### src/hdl/bfa_pkg.sv
// Shared types and constants for the block fit allocator.
// No dependencies; imported by every module of the block.
package bfa_pkg;

  localparam int unsigned MaxBlocks = 64;
  localparam int unsigned IdxW      = $clog2(MaxBlocks);
  localparam int unsigned CntW      = IdxW + 1;
  localparam int unsigned NumW      = CntW;
  localparam int unsigned SizeW     = 16;
  localparam int unsigned DataW     = 32;
  localparam int unsigned AddrW     = 3;

  // word index of the policy register
  localparam logic RegFitPolicy = 1'b0;

  typedef enum logic [1:0] {
    KindLoad    = 2'd0,
    KindRequest = 2'd1,
    KindRewind  = 2'd2
  } kind_e;

  typedef enum logic [1:0] {
    PolFirst = 2'd0,
    PolBest  = 2'd1,
    PolWorst = 2'd2,
    PolNext  = 2'd3
  } policy_e;

  typedef struct packed {
    kind_e              kind;
    logic [SizeW-1:0]   size;
  } cmd_t;

endpackage

### src/hdl/bfa_front.sv
// Front end: accepts input items, drops unused kinds, and holds
// classified commands in a two-entry queue. Depends on bfa_pkg.
module bfa_front (
  input  logic                     clk_i,
  input  logic                     rst_ni,
  input  logic                     push_i,
  output logic                     full_o,
  input  logic [1:0]               kind_i,
  input  logic [bfa_pkg::SizeW-1:0] size_value_i,
  output logic                     cmd_vld_o,
  output bfa_pkg::cmd_t            cmd_o,
  input  logic                     cmd_pop_i
);
  import bfa_pkg::*;

  cmd_t       queue_q [2];
  logic [1:0] cnt_q, cnt_d;
  logic       wr_q, rd_q;
  logic       kind_ok, keep, pop;

  always_comb begin
    unique case (kind_i) inside
      KindLoad, KindRequest, KindRewind: kind_ok = 1'b1;
      default:                           kind_ok = 1'b0;
    endcase
  end

  assign full_o    = (cnt_q == 2'd2);
  assign cmd_vld_o = (cnt_q != 2'd0);
  assign cmd_o     = queue_q[rd_q];
  assign keep      = push_i && !full_o && kind_ok;
  assign pop       = cmd_pop_i && cmd_vld_o;
  assign cnt_d     = cnt_q + {1'b0, keep} - {1'b0, pop};

  always_ff @(posedge clk_i or negedge rst_ni) begin
    if (!rst_ni) begin
      cnt_q <= 2'd0;
      wr_q  <= 1'b0;
      rd_q  <= 1'b0;
    end else begin
      cnt_q <= cnt_d;
      if (keep) wr_q <= ~wr_q;
      if (pop)  rd_q <= ~rd_q;
    end
  end

  always_ff @(posedge clk_i) begin
    if (keep) begin
      queue_q[wr_q].kind <= kind_e'(kind_i);
      queue_q[wr_q].size <= size_value_i;
    end
  end

endmodule

### src/hdl/bfa_back.sv
// Back end: block size table, taken bits, and the sequential fit search.
// One block is read and compared per cycle. Depends on bfa_pkg.
module bfa_back (
  input  logic                      clk_i,
  input  logic                      rst_ni,
  input  bfa_pkg::policy_e          policy_i,
  input  logic                      cmd_vld_i,
  input  bfa_pkg::cmd_t             cmd_i,
  output logic                      cmd_pop_o,
  output logic                      res_empty_o,
  input  logic                      res_pop_i,
  output logic [bfa_pkg::NumW-1:0]  block_number_o,
  output logic [bfa_pkg::SizeW-1:0] leftover_o
);
  import bfa_pkg::*;

  typedef enum logic [2:0] {
    StIdle   = 3'b001,
    StScan   = 3'b010,
    StFinish = 3'b100
  } back_state_e;

  back_state_e state_q;

  logic [SizeW-1:0] sizes_mem [MaxBlocks];
  logic [MaxBlocks-1:0] taken_q;
  logic [CntW-1:0]  count_q;
  logic [IdxW-1:0]  next_q;

  logic [IdxW-1:0]  rd_idx_q, cmp_idx_q, pos_q, start_idx, rd_idx_nxt;
  logic [CntW-1:0]  rem_q, pos_inc;
  logic             cmp_vld_q, cmp_last_q, found_q;
  logic [SizeW-1:0] rd_data_q, req_q, best_q, diff;
  logic             issue, fits, take, mem_we, slot_free;
  logic             out_vld_q;
  logic [NumW-1:0]  out_num_q;
  logic [SizeW-1:0] out_left_q;

  assign cmd_pop_o  = (state_q == StIdle) && cmd_vld_i;
  assign mem_we     = cmd_pop_o && (cmd_i.kind == KindLoad) &&
                      (count_q < CntW'(MaxBlocks));
  assign start_idx  = (policy_i == PolNext && {1'b0, next_q} < count_q) ? next_q : '0;
  assign issue      = (state_q == StScan) && (rem_q != '0);
  // cyclic step through the stored blocks
  assign rd_idx_nxt = ({1'b0, rd_idx_q} + CntW'(1) >= count_q) ? '0 : rd_idx_q + IdxW'(1);

  assign diff = rd_data_q - req_q;
  assign fits = !taken_q[cmp_idx_q] && (rd_data_q >= req_q);
  // strict compares keep the lowest index on ties
  assign take = cmp_vld_q && fits &&
                (!found_q || (policy_i == PolBest && diff < best_q) ||
                 (policy_i == PolWorst && diff > best_q));

  assign pos_inc   = {1'b0, pos_q} + CntW'(1);
  assign slot_free = !out_vld_q || res_pop_i;

  assign res_empty_o    = !out_vld_q;
  assign block_number_o = out_num_q;
  assign leftover_o     = out_left_q;

  always_ff @(posedge clk_i) begin
    if (mem_we) sizes_mem[count_q[IdxW-1:0]] <= cmd_i.size;
    rd_data_q <= sizes_mem[rd_idx_q];
  end

  always_ff @(posedge clk_i or negedge rst_ni) begin
    if (!rst_ni) begin
      state_q    <= StIdle;
      taken_q    <= '0;
      count_q    <= '0;
      next_q     <= '0;
      cmp_vld_q  <= 1'b0;
      found_q    <= 1'b0;
      out_vld_q  <= 1'b0;
    end else begin
      cmp_vld_q <= issue;
      if (state_q == StFinish && slot_free) out_vld_q <= 1'b1;
      else if (res_pop_i)                  out_vld_q <= 1'b0;
      unique case (state_q)
        StIdle: begin
          if (cmd_pop_o) begin
            unique case (cmd_i.kind)
              KindLoad: begin
                if (mem_we) begin
                  taken_q[count_q[IdxW-1:0]] <= 1'b0;
                  count_q <= count_q + CntW'(1);
                end
              end
              KindRequest: begin
                found_q <= 1'b0;
                state_q <= (count_q == '0) ? StFinish : StScan;
              end
              KindRewind: begin
                taken_q <= '0;
                next_q  <= '0;
              end
              default: ;
            endcase
          end
        end
        StScan: begin
          if (take) found_q <= 1'b1;
          if (cmp_vld_q && cmp_last_q) state_q <= StFinish;
        end
        StFinish: begin
          if (slot_free) begin
            if (found_q) begin
              taken_q[pos_q] <= 1'b1;
              if (policy_i == PolNext) next_q <= (pos_inc >= count_q) ? '0 : pos_inc[IdxW-1:0];
            end
            state_q <= StIdle;
          end
        end
        default: state_q <= StIdle;
      endcase
    end
  end

  // search datapath, no reset needed
  always_ff @(posedge clk_i) begin
    if (cmd_pop_o && cmd_i.kind == KindRequest) begin
      req_q    <= cmd_i.size;
      rem_q    <= count_q;
      rd_idx_q <= start_idx;
    end else if (issue) begin
      rem_q    <= rem_q - CntW'(1);
      rd_idx_q <= rd_idx_nxt;
    end
    cmp_idx_q  <= rd_idx_q;
    cmp_last_q <= (rem_q == CntW'(1));
    if (state_q == StScan && take) begin
      pos_q  <= cmp_idx_q;
      best_q <= diff;
    end
    if (state_q == StFinish && slot_free) begin
      out_num_q  <= found_q ? pos_inc : '0;
      out_left_q <= found_q ? best_q : '0;
    end
  end

endmodule

### src/hdl/block_fit_allocator_unit.sv
// Block fit allocator: load and rewind items are handled directly in the idle state.
// A request's result comes from a one-block-per-cycle scan over the single-port size
// table (skipped on an empty table) and waits in an output register until popped.
// Up to two items queue ahead of the search while a result waits.
// Reset is asynchronous, active low; all state clears at once, no clearing pass.
module block_fit_allocator_unit (
  input  logic                      clk_i,
  input  logic                      rst_ni,
  input  logic                      psel,
  input  logic                      penable,
  input  logic                      pwrite,
  input  logic [bfa_pkg::AddrW-1:0] paddr,
  input  logic [bfa_pkg::DataW-1:0] pwdata,
  output logic [bfa_pkg::DataW-1:0] prdata,
  output logic                      pready,
  input  logic                      push,
  output logic                      full,
  input  logic [1:0]                kind_i,
  input  logic [bfa_pkg::SizeW-1:0] size_value_i,
  output logic                      empty,
  input  logic                      pop,
  output logic [bfa_pkg::NumW-1:0]  block_number_o,
  output logic [bfa_pkg::SizeW-1:0] leftover_o
);
  // Depends on bfa_pkg, bfa_front and bfa_back.
  import bfa_pkg::*;

  policy_e policy_q;
  logic    reg_hit;
  logic    cmd_vld, cmd_pop;
  cmd_t    cmd;

  assign pready  = 1'b1;
  assign reg_hit = (paddr[AddrW-1] == RegFitPolicy);
  assign prdata  = reg_hit ? {{(DataW-2){1'b0}}, policy_q} : '0;

  always_ff @(posedge clk_i or negedge rst_ni) begin
    if (!rst_ni) begin
      policy_q <= PolFirst;
    end else if (psel && penable && pwrite && pready && reg_hit) begin
      policy_q <= policy_e'(pwdata[1:0]);
    end
  end

  bfa_front u_front (
    .clk_i        (clk_i),
    .rst_ni       (rst_ni),
    .push_i       (push),
    .full_o       (full),
    .kind_i       (kind_i),
    .size_value_i (size_value_i),
    .cmd_vld_o    (cmd_vld),
    .cmd_o        (cmd),
    .cmd_pop_i    (cmd_pop)
  );

  bfa_back u_back (
    .clk_i          (clk_i),
    .rst_ni         (rst_ni),
    .policy_i       (policy_q),
    .cmd_vld_i      (cmd_vld),
    .cmd_i          (cmd),
    .cmd_pop_o      (cmd_pop),
    .res_empty_o    (empty),
    .res_pop_i      (pop),
    .block_number_o (block_number_o),
    .leftover_o     (leftover_o)
  );

endmodule

### config.mk
export PLATFORM = sky130hd
export DESIGN_NAME = block_fit_allocator_unit
export DESIGN_NICKNAME = d
export VERILOG_FILES = /design/src/hdl/bfa_pkg.sv /design/src/hdl/bfa_front.sv /design/src/hdl/bfa_back.sv /design/src/hdl/block_fit_allocator_unit.sv
export SDC_FILE = /design/constraint.sdc
export NUM_CORES = 1
export LEC_CHECK = 0
export BUFFER_PORTS_ARGS = -buffer_cell sky130_fd_sc_hd__buf_4
export CORE_UTILIZATION = 44
export DETAILED_ROUTE_END_ITERATION = 10
export PLACE_DENSITY = 0.59
export SLEW_MARGIN = 20
export SYNTH_ARGS = -nofsm -noshare
export SYNTH_HDL_FRONTEND = slang
export SYNTH_SLANG_ARGS = --single-unit
### constraint.sdc
create_clock -name clk_i -period 6.7 [get_ports clk_i]
set_input_delay 1.005 -clock clk_i [delete_from_list [all_inputs] [get_ports clk_i]]
set_output_delay 1.005 -clock clk_i [all_outputs]
set_load 0.03 [all_outputs]
[Word-level counts from Yosys, hierarchy flattened]
Memory sizes are Yosys's and may differ from the RTL's. A register that Yosys moved wholly into a read port is not among the register bits.
Cells that the tools add are included.
Word-level totals
  register bits: 170
  RAM bits: 1060
  bits of input ports: 60
  memories kept: 2
Cells by class
  add/subtract/negate cells: 8
  magnitude comparators: 12
  eq/ne operators: 22
  mux-type cells: 43
  bitwise operators: 6
  reduce and logical (&&, ||, !) cells: 44
Memories
  u_back.sizes_mem: words 64, width 16, rd ports 1, clocked after Yosys merged registers in 1, write ports 1, line bfa_back.sv:25  | logic [SizeW-1:0] sizes_mem [MaxBlocks];
  u_front.queue_q: words 2, width 18, rd ports 1, clocked after Yosys merged registers in 0, write ports 1, line bfa_front.sv:16  | cmd_t queue_q [2];
Operators with widths (count)
  64-bit 2-to-1 mux: 4
  64-bit case mux with 2 select lines: 2
  64-bit bitwise AND: 1
  64-bit NOT: 1
  64-bit bitwise OR: 1
  6-bit 2-to-1 mux: 10
  1-bit logical AND: 22
  6-bit by 7-bit < comparator with 1-bit output, second input constant: 3
  16-bit >= comparator: 1
  16-bit > comparator: 1
  16-bit < comparator: 1
  16-bit subtractor: 1
  3-bit 2-to-1 mux: 5
  6-bit by 1-bit adder with 7-bit output, second input constant: 2
  7-bit >= comparator: 2
  7-bit 2-to-1 mux: 2
  1-bit 2-to-1 mux: 13
  1-bit demux with 6-bit select: 2
  6-bit by 1-bit >= comparator with 1-bit output, second input constant: 2
  2-bit by 1-bit inequality test with 1-bit output, second input constant: 6
  6-bit case mux with 2 select lines: 1
  4-bit AND reduction: 3
  6-bit AND reduction: 2
  2-bit equality test, second input constant: 5
  27 further kinds: 42

[Depth between registers and ports, before layout]
  depth after elaboration: 10
  gate-level depth with buffers: 19
  depth with buffers taken out: 19

[By module]
From an unflattened synthesis, not the netlist that was laid out.
Unflattened totals
  cell total of the unflattened synthesis: 2641
  area, all modules: 50278.2 um^2
Modules (own cells, without submodules)
  bfa_back: times used 1, cells each 2524, area an instance 48396.4 um^2, sequential area each 35510.3 um^2
  bfa_front: times used 1, cells each 77, area an instance 1520.2 um^2, sequential area each 1181.1 um^2
  block_fit_allocator_unit: times used 1, cells each 40, area an instance 361.6 um^2, sequential area each 50.0 um^2

[Worst setup path before layout]
OpenSTA, ideal clock, no wires.
  path kind: flip-flop to flip-flop
  from: register u_back.rd_data_q[0] (read register of u_back.sizes_mem)
  to: register u_back.best_q[0] (enable)
  arrival: 5735 ps
  slack: 508 ps
  stages on the path, launching flop included: 19
  buffers on the path: 0
  clock period less this slack: 6192 ps
  cells stage by stage: dfxtp_1 > inv_1 > ha_1 > inv_1 > fa_1 > a21o_1 > a221oi_1 > o21bai_1 > a311o_1 > a21o_1 > a21oi_1 > xnor2_1 > ha_1 > nand4_1 > nor4_1 > a211oi_1 > a32oi_1 > a41oi_1 > nor4_1
On the way
  word-level cells in the longest chain between the ends: 7
  elaborated cells between the ends (all ways): 12
  those cells by class: add/sub (1); order compare (3); reduce/logical (8)
RTL lines
  from (decl): line bfa_back.sv:33  | logic [SizeW-1:0] rd_data_q, req_q, best_q, diff;
  16-bit subtractor (*): line bfa_back.sv:47  | assign diff = rd_data_q - req_q;
  via u_back.diff[14]: line bfa_back.sv:33
  16-bit < comparator: line bfa_back.sv:51  | (!found_q || (policy_i == PolBest && diff < best_q) ||
  1-bit logical AND: line bfa_back.sv:51
  1-bit logical OR: line bfa_back.sv:51
  1-bit logical OR (*): line bfa_back.sv:51
  1-bit logical AND (*): line bfa_back.sv:50  | assign take = cmp_vld_q && fits &&
  1-bit logical AND (*): line bfa_back.sv:131  | if (state_q == StScan && take) begin
  to (signal assigned): line bfa_back.sv:133  | best_q <= diff;
  to (decl): line bfa_back.sv:33
Mark *: on every way through the listed nets, which the timed path passes. The rest lies on a longest branch.
A chain may end at the register's enable or synchronous reset.

[Final worst setup path]
  from: register u_back.rd_data_q[0] (read register of u_back.sizes_mem)
  to: register u_back.best_q[3] (enable)
The elaborated chain is that of the path after synthesis.

==> metrics.yaml <==
p_sw_frac: 0.3126
avgSynthCellArea_um2: 18.91
drcViolationCount: 0
cts_hold_buf: 0
vias_per_cell: 5.769
tightestPinTransition_ps: 1120
fp.dieArea_mm2: 0.1154
async_flop_share: 0.07143
comb_power_share: 0.266
synth_edf_count: 1134
peakVddDrop_uv: 248.3
setup_viol: 0
totalWireLength_um: 117800
synth_cells: 2655
ys_seq_area_frac: 0.7319
fin_nets: 2944
layout_min_cycle_time_ps: 5492
ios: 118
pwr-share-seq: 0.432
dpl.hpwl_um: 69110
path_clk_slew_ps: 60
core_area_mm2: 0.1128
crit_required_ps: 7120
drive_gt1_frac: 0.2342
worst-path-max-fanout: 16
fin_tns_setup_ps: 0
post_cts_buffers: 0
clockPowerShare: 0.302
rows: 123
cts_max_path_buffers: 3
fp.dieH_um: 339.8
crit_arrival_ps: 5910
synthSimpleGateAreaFrac: 0.02891
overflow: 0
min-delay-path-class: "input pin to asynchronous set/reset pin"
critPathSlowestCell: "nor4_2"
dr.pass1.iters: 5
vias: 25580
synthAdderAreaFrac: 0.01510
intPower_mw: 15.75
cts.sinks: 1246
cp_top_family: "compound AO/OA/AOI/OAI gates"
port_buffers: 54
max_stage_delay_ps: 800
grt_use_total: 0.2059
cts-root-buf: "clkbuf_16"
cts_buffers: 134
synthFlopType: "edfxtp_1"
fillerInstances: 9042
first_iter_violations: 2413
synth_compound_area_frac: 0.04399
path_buf_inv: 3
start_kind: "register"
antenna_found_initial: 3
finalHoldViolations: 0
worstPathCellList: "inv_1 > ha_1 > inv_1 > fa_1 > a21o_1 > a221oi_1 > o21bai_1 > a311o_1 > a21o_1 > a21oi_1 > xnor2_1 > ha_1 > nand4_1 > nor4_1 > a211oi_1 > a32oi_1 > a41oi_1 > nor4_2 > buf_4"
post-route-util: 0.5037
wl_per_cell_um: 26.56
power_mw: 22.92
syn_area_mm2: 0.05020
rsz0062_at_grt: "false"
gp_congestion: 0.8455
grt_pass1_vias: 25960
muxShareOfSynthArea: 0.1536
grt_max_degree: 131
die_width_um: 339.8
synth_top_area_frac: 0.6783
htreeDepth: 4
status: "finished clean"
cts_resized: 0
min_period_over_period: 0.8198
p_sw_mw: 7.162
synth_xor_area_frac: 0.005932
yosysUniqueCellTypes: 65
yosysWarnings: 0
cap_violations: 0
synth-seq-cells: 1246
max_freq_ghz: 0.1821
power.density_mw_per_mm2: 403.3
slew_viol_final: 0
antenna_violating_nets_post_route: 0
start_util: 0.4450
cts_tree: "yes"
worst_clock_skew_ps: 24.10
p_leak_nw: 18.83
area_delta_synth_final_pct: 13.18
hold-worst-slack_ps: 342.1
grt_pass1_wl_um: 174100
synth_top_area_cell: "edfxtp_1"
clock_latency_ps: 740
relSlewSlack: 0.2474
yosys-top-cells-area: "edfxtp_1, mux4_2, dfrtp_1"
cp-end-kind: "register"
path_class: "register to register"
synth_top_family_by_area: "multiplexers"
[registers in the layout, summed over array words and instances (netlist names), 16 cells and up]
signal and cells:
u_back.best_q 16, u_back.leftover_o 16, u_back.rd_data_q 16, u_back.req_q 16
u_back.sizes_mem 1024, u_back.taken_q 64, u_front.queue_q 36
[final timing paths]
kind | cells after the start | endpoint | startpoint | slack (ps)
max | 19 | u_back.best_q[3]$_DFFE_PP_ | u_back.rd_data_q[0]$_DFF_P_ | 1210
min | 1 | u_back.taken_q[42]$_DFFE_PN0P_ | rst_ni | 340
max reg2reg | 19 | u_back.best_q[3]$_DFFE_PP_ | u_back.rd_data_q[0]$_DFF_P_ | 1210
min reg2reg | 2 | u_back.taken_q[43]$_DFFE_PN0P_ | u_back.taken_q[43]$_DFFE_PN0P_ | 500
max in group asynchronous | 1 | policy_q[0]$_DFFE_PN0P_ | rst_ni | 5790
min in group clk_i | 1 | u_front.queue_q[0][5]$_DFFE_PP_ | size_value_i[5] | 450
[final cells by class]
class / instances / area (µm²) / share of cell area
Sequential cell: 1246 / 36740 / 0.6467
Clock buffer: 179 / 3606 / 0.06346
Antenna cell: 4 / 10.01 / 0.0001762
Multi-Input combinational cell: 1219 / 12580 / 0.2214
Clock inverter: 62 / 508.0 / 0.008940
Timing Repair Buffer: 158 / 1252 / 0.02204
Tap cell: 1500 / 1877 / 0.03303
Inverter: 65 / 244.0 / 0.004294
[layer usage]
metal	vias up	track usage	share of wire
met5	-	0	0
met3	173	0.03355	0.060
met4	0	0.06184	0.022
li1	11020	-	-
met2	913	0.3341	0.49
met1	13480	0.2874	0.43
[worst reg2reg max path, stage by stage, from the launching register on]
cell and delay, ps:
dfxtp_1 300, inv_1 50, ha_1 150, inv_1 60, fa_1 400, a21o_1 190, a221oi_1 490, o21bai_1 160
a311o_1 370, a21o_1 180, a21oi_1 190, xnor2_1 110, ha_1 310, nand4_1 180, nor4_1 410, a211oi_1 160
a32oi_1 200, a41oi_1 100, nor4_2 800, buf_4 380
[cell usage after synthesis, drive strengths merged, types with 3 or more instances]
cell type / count
o2bb2ai: 5
nor3: 21
xor2: 11
a22oi: 6
nor3b: 6
nor2b: 16
and2: 24
dfrtp: 88
ha: 59
a21o: 21
mux4: 296
clkinv: 3
a21oi: 123
a31oi: 6
mux2i: 66
buf: 90
dfxtp: 23
o21ai: 167
mux2: 34
inv: 62
nand3: 28
edfxtp: 1134
nand2b: 14
o21bai: 3
xnor2: 23
nor2: 102
nand4: 9
nand2: 82
clkbuf: 64
o22ai: 17
a211o: 3
o221ai: 16
[cell families (layout without fill, tap and decap cells)]
family / count (synthesis) / count (layout)
other cells: 2 / 35
buf+inv: 219 / 464
compound gates: 387 / 387
mux: 396 / 396
xor+xnor: 34 / 34
flops: 1246 / 1246
fa+ha+maj: 60 / 60
simple gates: 311 / 311
[cells in the final DEF (no fill, tap or decap), types with 5 or more instances in the layout]
master | Yosys | final
o2bb2ai_1 | 5 | 5
mux2_2 | 34 | 34
o21ai_0 | 159 | 159
and2_1 | 24 | 24
nand2_1 | 82 | 82
nor3_1 | 20 | 17
edfxtp_1 | 1134 | 1134
o221ai_1 | 16 | 16
mux2i_1 | 66 | 66
a21o_1 | 21 | 21
nor2b_1 | 16 | 16
xor2_1 | 11 | 11
nand4_1 | 9 | 9
clkbuf_16 | 0 | 137
nor3b_1 | 5 | 5
inv_1 | 60 | 60
clkinv_2 | 0 | 21
xnor2_1 | 23 | 23
conb_1 | 2 | 31
dfxtp_1 | 23 | 22
o22ai_1 | 17 | 17
a21oi_1 | 123 | 123
mux4_2 | 296 | 296
buf_12 | 0 | 5
nand3_1 | 28 | 28
ha_1 | 59 | 59
buf_4 | 39 | 152
a22oi_1 | 6 | 6
o21ai_1 | 8 | 8
nor2_1 | 102 | 99
clkbuf_1 | 64 | 40
nand2b_1 | 14 | 14
a31oi_1 | 6 | 6
clkinv_1 | 3 | 23
dfrtp_1 | 88 | 88
[stage by stage]
| stage | cells | worst slack [ps] | area, µm² |
|---|---|---|---|
| final | 4433 | 1208 | 56820 |
| after global routing | 4429 | 681.3 | 56810 |
| after CTS | 4429 | 1180 | 56780 |
| after detailed placement | 4188 | 1196 | 52670 |
| after global placement | 4188 | 1330 | 52670 |
| after floorplan | 2684 | 508.1 | 50310 |
[power groups by stage]
stage,combinational [mW],sequential (mW),clock (mW)
after floorplan,4.08,9.86,0
after global placement,5.96,10.0,0
after detailed placement,6.15,10.1,0
after CTS,6.17,9.89,7.07
after global routing,6.55,9.93,7.37
final,6.10,9.90,6.92
No activity file was read; power rests on OpenSTA's default activity.
